## config.mk

```make
export PLATFORM = sky130hd
export DESIGN_NAME = multi_button_debounce_mask
export DESIGN_NICKNAME = d
export VERILOG_FILES = /design/src/rtl/mbdm_pkg.sv /design/src/rtl/mbdm_vram.sv /design/src/rtl/mbdm_seq.sv /design/src/rtl/multi_button_debounce_mask.sv
export VERILOG_INCLUDE_DIRS = /design/src /design/src/rtl
export SDC_FILE = /design/constraint.sdc
export NUM_CORES = 2
export LEC_CHECK = 0
export BUFFER_PORTS_ARGS = -buffer_cell sky130_fd_sc_hd__buf_2
export CAP_MARGIN = 20
export CORE_ASPECT_RATIO = 1.25
export CORE_UTILIZATION = 40
export CTS_CLUSTER_SIZE = 40
export DETAILED_ROUTE_END_ITERATION = 7
export GPL_ROUTABILITY_DRIVEN = 0
export PLACE_DENSITY_LB_ADDON = 0.3
export SLEW_MARGIN = 15
export SYNTH_ARGS = -nofsm -noshare
export SYNTH_HDL_FRONTEND = slang
export SYNTH_SLANG_ARGS = --single-unit
```

## constraint.sdc

```tcl
create_clock -name aclk -period 7.2 [get_ports aclk]
set_input_delay 0.36 -clock aclk [delete_from_list [all_inputs] [get_ports aclk]]
set_output_delay 0.36 -clock aclk [all_outputs]
set_load 0.05 [all_outputs]
```

## src/rtl/multi_button_debounce_mask_macros.svh

```systemverilog
// ----------------------------------------------------------------------------
// Assertion macros for the button debounce block
// Immediate-style wrappers around concurrent properties, clocked on aclk.
// ----------------------------------------------------------------------------
`ifndef MULTI_BUTTON_DEBOUNCE_MASK_MACROS_SVH
`define MULTI_BUTTON_DEBOUNCE_MASK_MACROS_SVH

`ifndef NO_ASSERTIONS

// antecedent implies consequent in the same cycle
`define MBDM_ASSERT_IMPLY(label, clk, rstn, ante, cons, msg) \
    label: assert property (@(posedge clk) disable iff (!(rstn)) (ante) |-> (cons)) \
        else $error(msg);

// antecedent implies consequent in the next cycle
`define MBDM_ASSERT_NEXT(label, clk, rstn, ante, cons, msg) \
    label: assert property (@(posedge clk) disable iff (!(rstn)) (ante) |=> (cons)) \
        else $error(msg);

`else

`define MBDM_ASSERT_IMPLY(label, clk, rstn, ante, cons, msg)
`define MBDM_ASSERT_NEXT(label, clk, rstn, ante, cons, msg)

`endif

`endif

```

## src/rtl/mbdm_pkg.sv

```systemverilog
`timescale 1ns / 1ps
// ----------------------------------------------------------------------------
// mbdm_pkg
// Shared types, widths and codes of the button debounce block.
// ----------------------------------------------------------------------------
package mbdm_pkg;

    localparam int BUTTON_COUNT_DEF = 16;
    localparam int RAW_W            = 16;
    localparam int TIME_W           = 32;
    localparam int PIN_W            = 32;
    localparam int MAP_IDX_W        = 4;
    localparam int BTN_IDX_W        = 4;
    localparam int DEB_W            = 16;

    localparam logic [DEB_W-1:0] DEBOUNCE_RST = 16'd20;

    localparam logic REQ_SCAN = 1'b0;
    localparam logic REQ_LOAD = 1'b1;

    typedef enum logic [1:0] {
        KIND_PRESS   = 2'd0,
        KIND_RELEASE = 2'd1,
        KIND_SUMMARY = 2'd2
    } mbdm_kind_t;

    typedef enum logic [1:0] {
        ST_IDLE,
        ST_SCAN,
        ST_SUMMARY
    } mbdm_state_t;

    typedef struct packed {
        mbdm_kind_t             kind;
        logic [BTN_IDX_W-1:0]   button_index;
        logic [PIN_W-1:0]       pin_word;
        logic                   last;
    } mbdm_event_t;

    function automatic int idx_w(input int n);
        idx_w = (n > 1) ? $clog2(n) : 1;
    endfunction

endpackage

```

## src/rtl/mbdm_vram.sv

```systemverilog
`timescale 1ns / 1ps
// ----------------------------------------------------------------------------
// mbdm_vram
// Single-port-write, single-port-read RAM with registered read and
// per-entry valid bits; an entry never written reads as RST_VAL.
// ----------------------------------------------------------------------------
module mbdm_vram #(
    parameter int                  DEPTH   = 16,
    parameter int                  WIDTH   = 32,
    parameter logic [WIDTH-1:0]    RST_VAL = '0
) (
    input  logic                               aclk,
    input  logic                               aresetn,
    input  logic                               wr_en,
    input  logic [mbdm_pkg::idx_w(DEPTH)-1:0]  wr_addr,
    input  logic [WIDTH-1:0]                   wr_data,
    input  logic                               rd_en,
    input  logic [mbdm_pkg::idx_w(DEPTH)-1:0]  rd_addr,
    output logic [WIDTH-1:0]                   rd_data
);
    import mbdm_pkg::*;

    logic [WIDTH-1:0] mem [DEPTH];
    logic [DEPTH-1:0] vld_reg;
    logic [WIDTH-1:0] rd_data_reg;
    logic             rd_vld_reg;

    always_ff @(posedge aclk) begin
        if (wr_en) begin
            mem[wr_addr] <= wr_data;
        end
        if (rd_en) begin
            rd_data_reg <= mem[rd_addr];
        end
    end

    always_ff @(posedge aclk) begin
        if (!aresetn) begin
            vld_reg    <= '0;
            rd_vld_reg <= 1'b0;
        end else begin
            if (wr_en) begin
                vld_reg[wr_addr] <= 1'b1;
            end
            if (rd_en) begin
                rd_vld_reg <= vld_reg[rd_addr];
            end
        end
    end

    assign rd_data = rd_vld_reg ? rd_data_reg : RST_VAL;

endmodule

```

## src/rtl/mbdm_seq.sv

```systemverilog
`timescale 1ns / 1ps
// ----------------------------------------------------------------------------
// mbdm_seq
// Scan sequencer: walks one button per cycle unless an event waits for room,
// via stamp/level and pin map RAMs; updates the pressed mask, issues events.
// ----------------------------------------------------------------------------
`include "multi_button_debounce_mask_macros.svh"

module mbdm_seq #(
    parameter int BUTTON_COUNT = mbdm_pkg::BUTTON_COUNT_DEF
) (
    input  logic                               aclk,
    input  logic                               aresetn,
    input  logic                               s_valid,
    output logic                               s_ready,
    input  logic                               s_req_type,
    input  logic [mbdm_pkg::RAW_W-1:0]         s_raw_levels,
    input  logic [mbdm_pkg::TIME_W-1:0]        s_now_ms,
    input  logic [mbdm_pkg::MAP_IDX_W-1:0]     s_map_index,
    input  logic [mbdm_pkg::PIN_W-1:0]         s_map_pins,
    input  logic [mbdm_pkg::DEB_W-1:0]         debounce_ms,
    input  logic                               out_free,
    output logic                               ev_push,
    output mbdm_pkg::mbdm_event_t              ev
);
    import mbdm_pkg::*;

    localparam int IDX_W = idx_w(BUTTON_COUNT);
    localparam int ST_W  = TIME_W + 1;
    localparam logic [ST_W-1:0] ST_RST = {1'b1, {TIME_W{1'b0}}};
    localparam logic [IDX_W-1:0] LAST_IDX = IDX_W'(BUTTON_COUNT - 1);

    mbdm_state_t        state_reg, state_next;
    logic [IDX_W-1:0]   eval_idx_reg, eval_idx_next;
    logic [RAW_W-1:0]   raw_sh_reg, raw_sh_next;
    logic [TIME_W-1:0]  now_reg, now_next;
    logic               changed_reg, changed_next;
    logic [PIN_W-1:0]   mask_reg, mask_next;

    // stamp RAM word: {accepted level, start stamp}
    logic               st_wr_en, st_rd_en;
    logic [IDX_W-1:0]   st_rd_addr;
    logic [ST_W-1:0]    st_wr_data, st_rd_data;
    logic               pm_wr_en, pm_rd_en;
    logic [IDX_W-1:0]   pm_wr_addr, pm_rd_addr;
    logic [PIN_W-1:0]   pm_rd_data;

    logic               acc_lvl, lvl, mismatch, timed, fire, advance;
    logic [TIME_W-1:0]  stamp, elapsed;

    mbdm_vram #(
        .DEPTH   (BUTTON_COUNT),
        .WIDTH   (ST_W),
        .RST_VAL (ST_RST)
    ) u_stamp_ram (
        .aclk    (aclk),
        .aresetn (aresetn),
        .wr_en   (st_wr_en),
        .wr_addr (eval_idx_reg),
        .wr_data (st_wr_data),
        .rd_en   (st_rd_en),
        .rd_addr (st_rd_addr),
        .rd_data (st_rd_data)
    );

    mbdm_vram #(
        .DEPTH   (BUTTON_COUNT),
        .WIDTH   (PIN_W),
        .RST_VAL ({PIN_W{1'b0}})
    ) u_pin_ram (
        .aclk    (aclk),
        .aresetn (aresetn),
        .wr_en   (pm_wr_en),
        .wr_addr (pm_wr_addr),
        .wr_data (s_map_pins),
        .rd_en   (pm_rd_en),
        .rd_addr (pm_rd_addr),
        .rd_data (pm_rd_data)
    );

    assign acc_lvl  = st_rd_data[ST_W-1];
    assign stamp    = st_rd_data[TIME_W-1:0];
    assign lvl      = raw_sh_reg[0];
    assign mismatch = (acc_lvl != lvl);
    assign timed    = (stamp != '0);
    assign elapsed  = now_reg - stamp;
    assign fire     = mismatch && timed && (elapsed >= TIME_W'(debounce_ms));
    assign advance  = !fire || out_free;
    assign pm_wr_addr = IDX_W'(s_map_index);

    always_comb begin
        state_next    = state_reg;
        eval_idx_next = eval_idx_reg;
        raw_sh_next   = raw_sh_reg;
        now_next      = now_reg;
        changed_next  = changed_reg;
        mask_next     = mask_reg;
        s_ready       = 1'b0;
        st_wr_en      = 1'b0;
        st_rd_en      = 1'b0;
        st_rd_addr    = eval_idx_reg + 1'b1;
        pm_wr_en      = 1'b0;
        pm_rd_en      = 1'b0;
        pm_rd_addr    = eval_idx_reg + 1'b1;
        ev_push       = 1'b0;
        ev            = '{kind: KIND_SUMMARY, button_index: '0, pin_word: mask_reg,
                          last: 1'b1};

        if (!mismatch) begin
            st_wr_data = {acc_lvl, {TIME_W{1'b0}}};
        end else if (!timed) begin
            st_wr_data = {acc_lvl, now_reg};    // tick of zero leaves timer idle
        end else if (fire) begin
            st_wr_data = {lvl, stamp};
        end else begin
            st_wr_data = {acc_lvl, stamp};
        end

        unique case (state_reg)
            ST_IDLE: begin
                s_ready = 1'b1;
                if (s_valid) begin
                    if (s_req_type == REQ_SCAN) begin
                        st_rd_en      = 1'b1;
                        st_rd_addr    = '0;
                        pm_rd_en      = 1'b1;
                        pm_rd_addr    = '0;
                        eval_idx_next = '0;
                        raw_sh_next   = s_raw_levels;
                        now_next      = s_now_ms;
                        changed_next  = 1'b0;
                        state_next    = ST_SCAN;
                    end else if (int'(s_map_index) < BUTTON_COUNT) begin
                        pm_wr_en = 1'b1;
                    end
                end
            end
            ST_SCAN: begin
                if (advance) begin
                    st_wr_en = 1'b1;
                    if (fire) begin
                        ev_push      = 1'b1;
                        ev.kind      = lvl ? KIND_RELEASE : KIND_PRESS;
                        ev.button_index = BTN_IDX_W'(eval_idx_reg);
                        ev.pin_word  = pm_rd_data;
                        ev.last      = 1'b0;
                        mask_next    = lvl ? (mask_reg & ~pm_rd_data)
                                           : (mask_reg | pm_rd_data);
                        changed_next = 1'b1;
                    end
                    // buttons past the carried raw bits read as released
                    raw_sh_next = {1'b1, raw_sh_reg[RAW_W-1:1]};
                    if (eval_idx_reg == LAST_IDX) begin
                        state_next = (changed_reg || fire) ? ST_SUMMARY : ST_IDLE;
                    end else begin
                        st_rd_en      = 1'b1;
                        pm_rd_en      = 1'b1;
                        eval_idx_next = eval_idx_reg + 1'b1;
                    end
                end
            end
            ST_SUMMARY: begin
                if (out_free) begin
                    ev_push    = 1'b1;
                    state_next = ST_IDLE;
                end
            end
            default: begin
                state_next = ST_IDLE;
            end
        endcase
    end

    always_ff @(posedge aclk) begin
        if (!aresetn) begin
            state_reg    <= ST_IDLE;
            eval_idx_reg <= '0;
            changed_reg  <= 1'b0;
            mask_reg     <= '0;
        end else begin
            state_reg    <= state_next;
            eval_idx_reg <= eval_idx_next;
            changed_reg  <= changed_next;
            mask_reg     <= mask_next;
        end
    end

    always_ff @(posedge aclk) begin
        raw_sh_reg <= raw_sh_next;
        now_reg    <= now_next;
    end

    `MBDM_ASSERT_IMPLY(a_no_same_entry, aclk, aresetn, st_wr_en && st_rd_en,
        eval_idx_reg != st_rd_addr, "stamp RAM read and write hit the same entry")
    `MBDM_ASSERT_IMPLY(a_summary_needs_change, aclk, aresetn,
        ev_push && (ev.kind == KIND_SUMMARY), changed_reg,
        "summary issued for a scan without changes")
    `MBDM_ASSERT_IMPLY(a_push_needs_room, aclk, aresetn, ev_push, out_free,
        "event pushed while output register is occupied")
    `MBDM_ASSERT_NEXT(a_scan_starts_at_zero, aclk, aresetn,
        (state_reg == ST_IDLE) && (state_next == ST_SCAN),
        (eval_idx_reg == '0) && (state_reg == ST_SCAN),
        "scan did not start at the first button")

endmodule

```

## src/rtl/multi_button_debounce_mask.sv

```systemverilog
`timescale 1ns / 1ps
// ----------------------------------------------------------------------------
// multi_button_debounce_mask
// Debouncer for a bank of buttons with a virtual-pin pressed mask.
// ----------------------------------------------------------------------------
// Usage:
//   s_* channel: one transaction per request. A scan (s_req_type = 0) gives the
//   raw levels (0 = pressed) and the ms tick; a load (s_req_type = 1) writes the
//   pin word of button s_map_index into the pin map.
//   m_* channel: per scan, one press/release event per button that settled,
//   then a summary carrying the pressed mask with m_last high. Scans with no
//   settled button produce nothing.
//   cfg_* channel: writes debounce_ms (reset 20); write only while idle.
//   Timing: a scan is accepted, then the block walks one button per cycle
//   through the stamp RAM read port while no event waits on a stalled m_ready,
//   then issues the summary when a button settled; a load is written in its
//   accept cycle. Every event passes the output register before m_valid.
//   A stalled m_ready holds the walk at the next button that has an event;
//   one output register decouples the two sides.
//   Reset: all buttons released, no timers, mask and pin map zero; RAM valid
//   bits are cleared at once, so no clearing pass is needed.
// ----------------------------------------------------------------------------
module multi_button_debounce_mask #(
    parameter int BUTTON_COUNT = mbdm_pkg::BUTTON_COUNT_DEF
) (
    input  logic                             aclk,
    input  logic                             aresetn,
    input  logic                             cfg_valid,
    output logic                             cfg_ready,
    input  logic [mbdm_pkg::DEB_W-1:0]       cfg_debounce_ms,
    input  logic                             s_valid,
    output logic                             s_ready,
    input  logic                             s_req_type,
    input  logic [mbdm_pkg::RAW_W-1:0]       s_raw_levels,
    input  logic [mbdm_pkg::TIME_W-1:0]      s_now_ms,
    input  logic [mbdm_pkg::MAP_IDX_W-1:0]   s_map_index,
    input  logic [mbdm_pkg::PIN_W-1:0]       s_map_pins,
    output logic                             m_valid,
    input  logic                             m_ready,
    output logic [1:0]                       m_event_kind,
    output logic [mbdm_pkg::BTN_IDX_W-1:0]   m_button_index,
    output logic [mbdm_pkg::PIN_W-1:0]       m_pin_word,
    output logic                             m_last
);
    import mbdm_pkg::*;

    logic [DEB_W-1:0] debounce_reg;
    logic             m_valid_reg;
    mbdm_event_t      m_ev_reg;
    logic             out_free, ev_push;
    mbdm_event_t      ev;

    assign cfg_ready = 1'b1;
    assign out_free  = !m_valid_reg || m_ready;

    always_ff @(posedge aclk) begin
        if (!aresetn) begin
            debounce_reg <= DEBOUNCE_RST;
        end else if (cfg_valid) begin
            debounce_reg <= cfg_debounce_ms;
        end
    end

    mbdm_seq #(
        .BUTTON_COUNT (BUTTON_COUNT)
    ) u_seq (
        .aclk         (aclk),
        .aresetn      (aresetn),
        .s_valid      (s_valid),
        .s_ready      (s_ready),
        .s_req_type   (s_req_type),
        .s_raw_levels (s_raw_levels),
        .s_now_ms     (s_now_ms),
        .s_map_index  (s_map_index),
        .s_map_pins   (s_map_pins),
        .debounce_ms  (debounce_reg),
        .out_free     (out_free),
        .ev_push      (ev_push),
        .ev           (ev)
    );

    always_ff @(posedge aclk) begin
        if (!aresetn) begin
            m_valid_reg <= 1'b0;
        end else if (ev_push) begin
            m_valid_reg <= 1'b1;
        end else if (m_ready) begin
            m_valid_reg <= 1'b0;
        end
    end

    always_ff @(posedge aclk) begin
        if (ev_push) begin
            m_ev_reg <= ev;
        end
    end

    assign m_valid        = m_valid_reg;
    assign m_event_kind   = m_ev_reg.kind;
    assign m_button_index = m_ev_reg.button_index;
    assign m_pin_word     = m_ev_reg.pin_word;
    assign m_last         = m_ev_reg.last;

endmodule
```

==> impl_metrics.ini <==
[synthesis]
synth_most_common_cell = edfxtp_1
ys_seq_elements = 1282
synth_area_per_cell_um2 = 13.5
synthTopCellsByArea = edfxtp_1, nand2_1, a211oi_1
yosysSeqAreaShare = 0.713
synth_edf_count = 1192
synth_top_flop_cell = edfxtp_1
synth_top_family_by_area = compound AO/OA/AOI/OAI gates
netlist_top_cells_count = edfxtp_1, nand2_1, a211oi_1
synth_cells = 3898
synthAdderAreaFrac = 0.0137
synth_warnings = 0
synth_cell_type_count = 71
synth_compound_area_frac = 0.128
syn_area_um2 = 52700
synth_xor_area_frac = 0.00399
synth.area.mux_share = 0.0135
synth_simple_gate_area_frac = 0.105
async_flop_share = 0
yosys.area.top_type = edfxtp_1
yosysTopAreaCellShare = 0.679
synth_nets = 4061

[clocking]
numCtsBuffers = 132
clk_path_buf_depth = 3
cts_tree = done
h-tree-depth = 4
insertion_delay_ns = 0.77
cts.sinks = 1282
cts_root_buffer = clkbuf_16
post_cts_resized = 0
clkTransAtPathRegs_ns = 0.07

[power_and_ir_drop]
p_clk_frac = 0.347
max-vdd-ir-drop_v = 0.000200
power.leakage_nw = 20.3
p_switching_mw = 5.46
power_per_cell_area_nw_per_um2 = 311
p_comb_frac = 0.175
intPower_mw = 13.5
seq_power_share = 0.478
p_sw_frac = 0.288

[die]
num_io_pins = 148
core_um2 = 131000
start_util = 0.404
die_w_um = 327
dieArea_um2 = 133000
placementRows = 148
die_h_um = 408

[placed_design]
post-place-cells = 5594
port-buffer-count = 146
place_hpwl_um = 78500

[global_routing]
antenna_found_initial = 6
overflow = 0
grt.total_usage = 0.196
grt_pass1_wl_um = 199000
grt_max_degree = 154
grt_pass1_vias = 31800

[sta]
slew-limit-headroom = 0.250
min_period_ns = 6.43
period_share = 0.893
worst_pin_slew_ns = 1.12
slew_viol_final = 0
grt_setup_unrepaired = false
finalHoldViolations = 0
tns_ns = 0
max_freq_mhz = 156
fin_skew_ns = 0.0330
setup_viol_count_final = 0

[drt]
routed_wl_um = 133000
vias = 32700
drtPass1Iterations = 5
avgViaCountPerCell = 5.52
wire_per_inst_um = 22.3
first_iter_violations = 2440
remaining_drc_errors = 0
antenna_left = 0

[setup_path]
worstSetupPathType = flip-flop to flip-flop
worstSetupEndpointType = flip-flop
path_max_fanout = 34
arrival_ns = 6.80
critPathLaunchType = flip-flop
required_ns = 7.58

[layout]
largest_register_ffs = 528
drive_gt1_frac = 0.128
fin_nets = 4264
final_util = 0.466
area_growth_pct = 15.4
final_cells = 5932

[worst_hold_path]
worstHoldPathType = input pin to flip-flop

[flow_run]
cap_viol_max_count = 0

[outcome]
status = finished clean
==> through the flow <==
stage                     power [mW]  setup WS (ns)  area, µm²  hold slack [ns]
final                           18.9          0.771      60800            0.105
after global routing            19.6          0.328      60800           0.0904
after CTS                       19.1          0.804      60800           0.0563
after detailed placement        12.5          0.844      55700            0.447
after global placement          12.4          0.864      55700            0.439
after floorplan                 11.1          0.485      52700            0.432
==> layout by cell type (no fill, tap or decap), types with 11 or more instances in the layout <==
| cell | synthesis | layout |
|---|---|---|
| dfxtp_1 | 90 | 88 |
| nand4_1 | 20 | 20 |
| inv_1 | 37 | 36 |
| nor3_1 | 17 | 12 |
| edfxtp_1 | 1192 | 1192 |
| mux2i_1 | 54 | 54 |
| a31oi_1 | 137 | 137 |
| a311oi_1 | 134 | 134 |
| o21a_1 | 26 | 26 |
| clkbuf_1 | 249 | 34 |
| a21oi_1 | 222 | 205 |
| xnor2_1 | 15 | 14 |
| a21o_1 | 35 | 35 |
| nor2_4 | 0 | 15 |
| and3_1 | 27 | 12 |
| dlygate4sd3_1 | 0 | 97 |
| ha_1 | 56 | 56 |
| and3_4 | 20 | 20 |
| buf_2 | 3 | 146 |
| mux2_2 | 15 | 15 |
| and3_2 | 0 | 15 |
| a211oi_1 | 337 | 336 |
| nand2_1 | 685 | 685 |
| nor2b_1 | 268 | 268 |
| clkbuf_16 | 0 | 134 |
| o21ai_0 | 29 | 29 |
| buf_4 | 4 | 86 |
| nand2b_1 | 11 | 11 |
| nor2_1 | 93 | 77 |
| o211ai_1 | 11 | 11 |
| clkinv_1 | 1 | 21 |
| a21oi_2 | 0 | 17 |
| clkinv_2 | 0 | 21 |
==> worst paths after layout <==
path	from	end	slack, ns	cells past startpoint
max	u_seq.u_stamp_ram.rd_vld_reg$_SDFFE_PN0P_	u_seq.u_stamp_ram.mem[6][6]$_DFFE_PP_	0.77	22
min	cfg_valid	debounce_reg[4]$_SDFFE_PN1P_	0.11	3
max reg2reg	u_seq.u_stamp_ram.rd_vld_reg$_SDFFE_PN0P_	u_seq.u_stamp_ram.mem[6][6]$_DFFE_PP_	0.77	22
min reg2reg	u_seq.u_stamp_ram.vld_reg[10]$_SDFFE_PN0P_	u_seq.u_stamp_ram.vld_reg[10]$_SDFFE_PN0P_	0.46	1
==> power groups by stage <==
stage	Combinational, mW	Clock (mW)	Sequential, mW
finish	3.31	6.57	9.04
global route	3.62	6.96	9.06
CTS	3.35	6.70	9.04
detailed placement	3.30	0	9.20
global placement	3.25	0	9.20
floorplan	1.97	0	9.11
==> per-layer routing <==
metal	wire, µm	track usage
met1	55700	0.254
met2	66000	0.332
met3	6270	0.0286
met4	4490	0.0716
met5	16	0
==> critical path, cell delays in order (launching register included) <==
cell and delay, ns:
dfxtp_2 0.41, and2_1 0.19, ha_1 0.21, fa_1 0.44, nand2b_1 0.19, a21oi_1 0.20, nor2_1 0.16, o21ai_0 0.31
a31oi_1 0.16, o21ai_0 0.21, xor2_1 0.21, ha_1 0.25, nand4_1 0.11, a21oi_1 0.06, nor3_1 0.23, o2111ai_1 0.21
nor4b_1 0.34, o2111ai_1 0.32, o41a_1 0.58, a31oi_4 0.37, buf_4 0.22, and3_2 0.18, buf_4 0.42
==> area by class of cell <==
| class | count | area, µm² |
|---|---|---|
| fill | 11400 | 69700 |
| sequential | 1282 | 37600 |
| multi-input combinational | 2306 | 14200 |
| clock buffer | 175 | 3580 |
| timing repair buffer | 339 | 2550 |
| tap | 1725 | 2160 |
| clock inverter | 64 | 574 |
| inverter | 40 | 151 |
| antenna | 1 | 2.50 |
==> repair_timing <==
action / in CTS / in global routing
setup endpoints to repair: 0 / 0
hold buffers: 97 / 0
buffers inserted: 0 / 0
endpoints found under the hold margin: 577 / 0
==> cells by family after synthesis <==
kind of cell	count (synthesis)
simple gates	1177
flops	1282
xor+xnor	24
mux	69
fa+ha+maj	57
other cells	1
compound gates	978
buf+inv	310
Note: power is estimated with default switching activity, not from simulation.
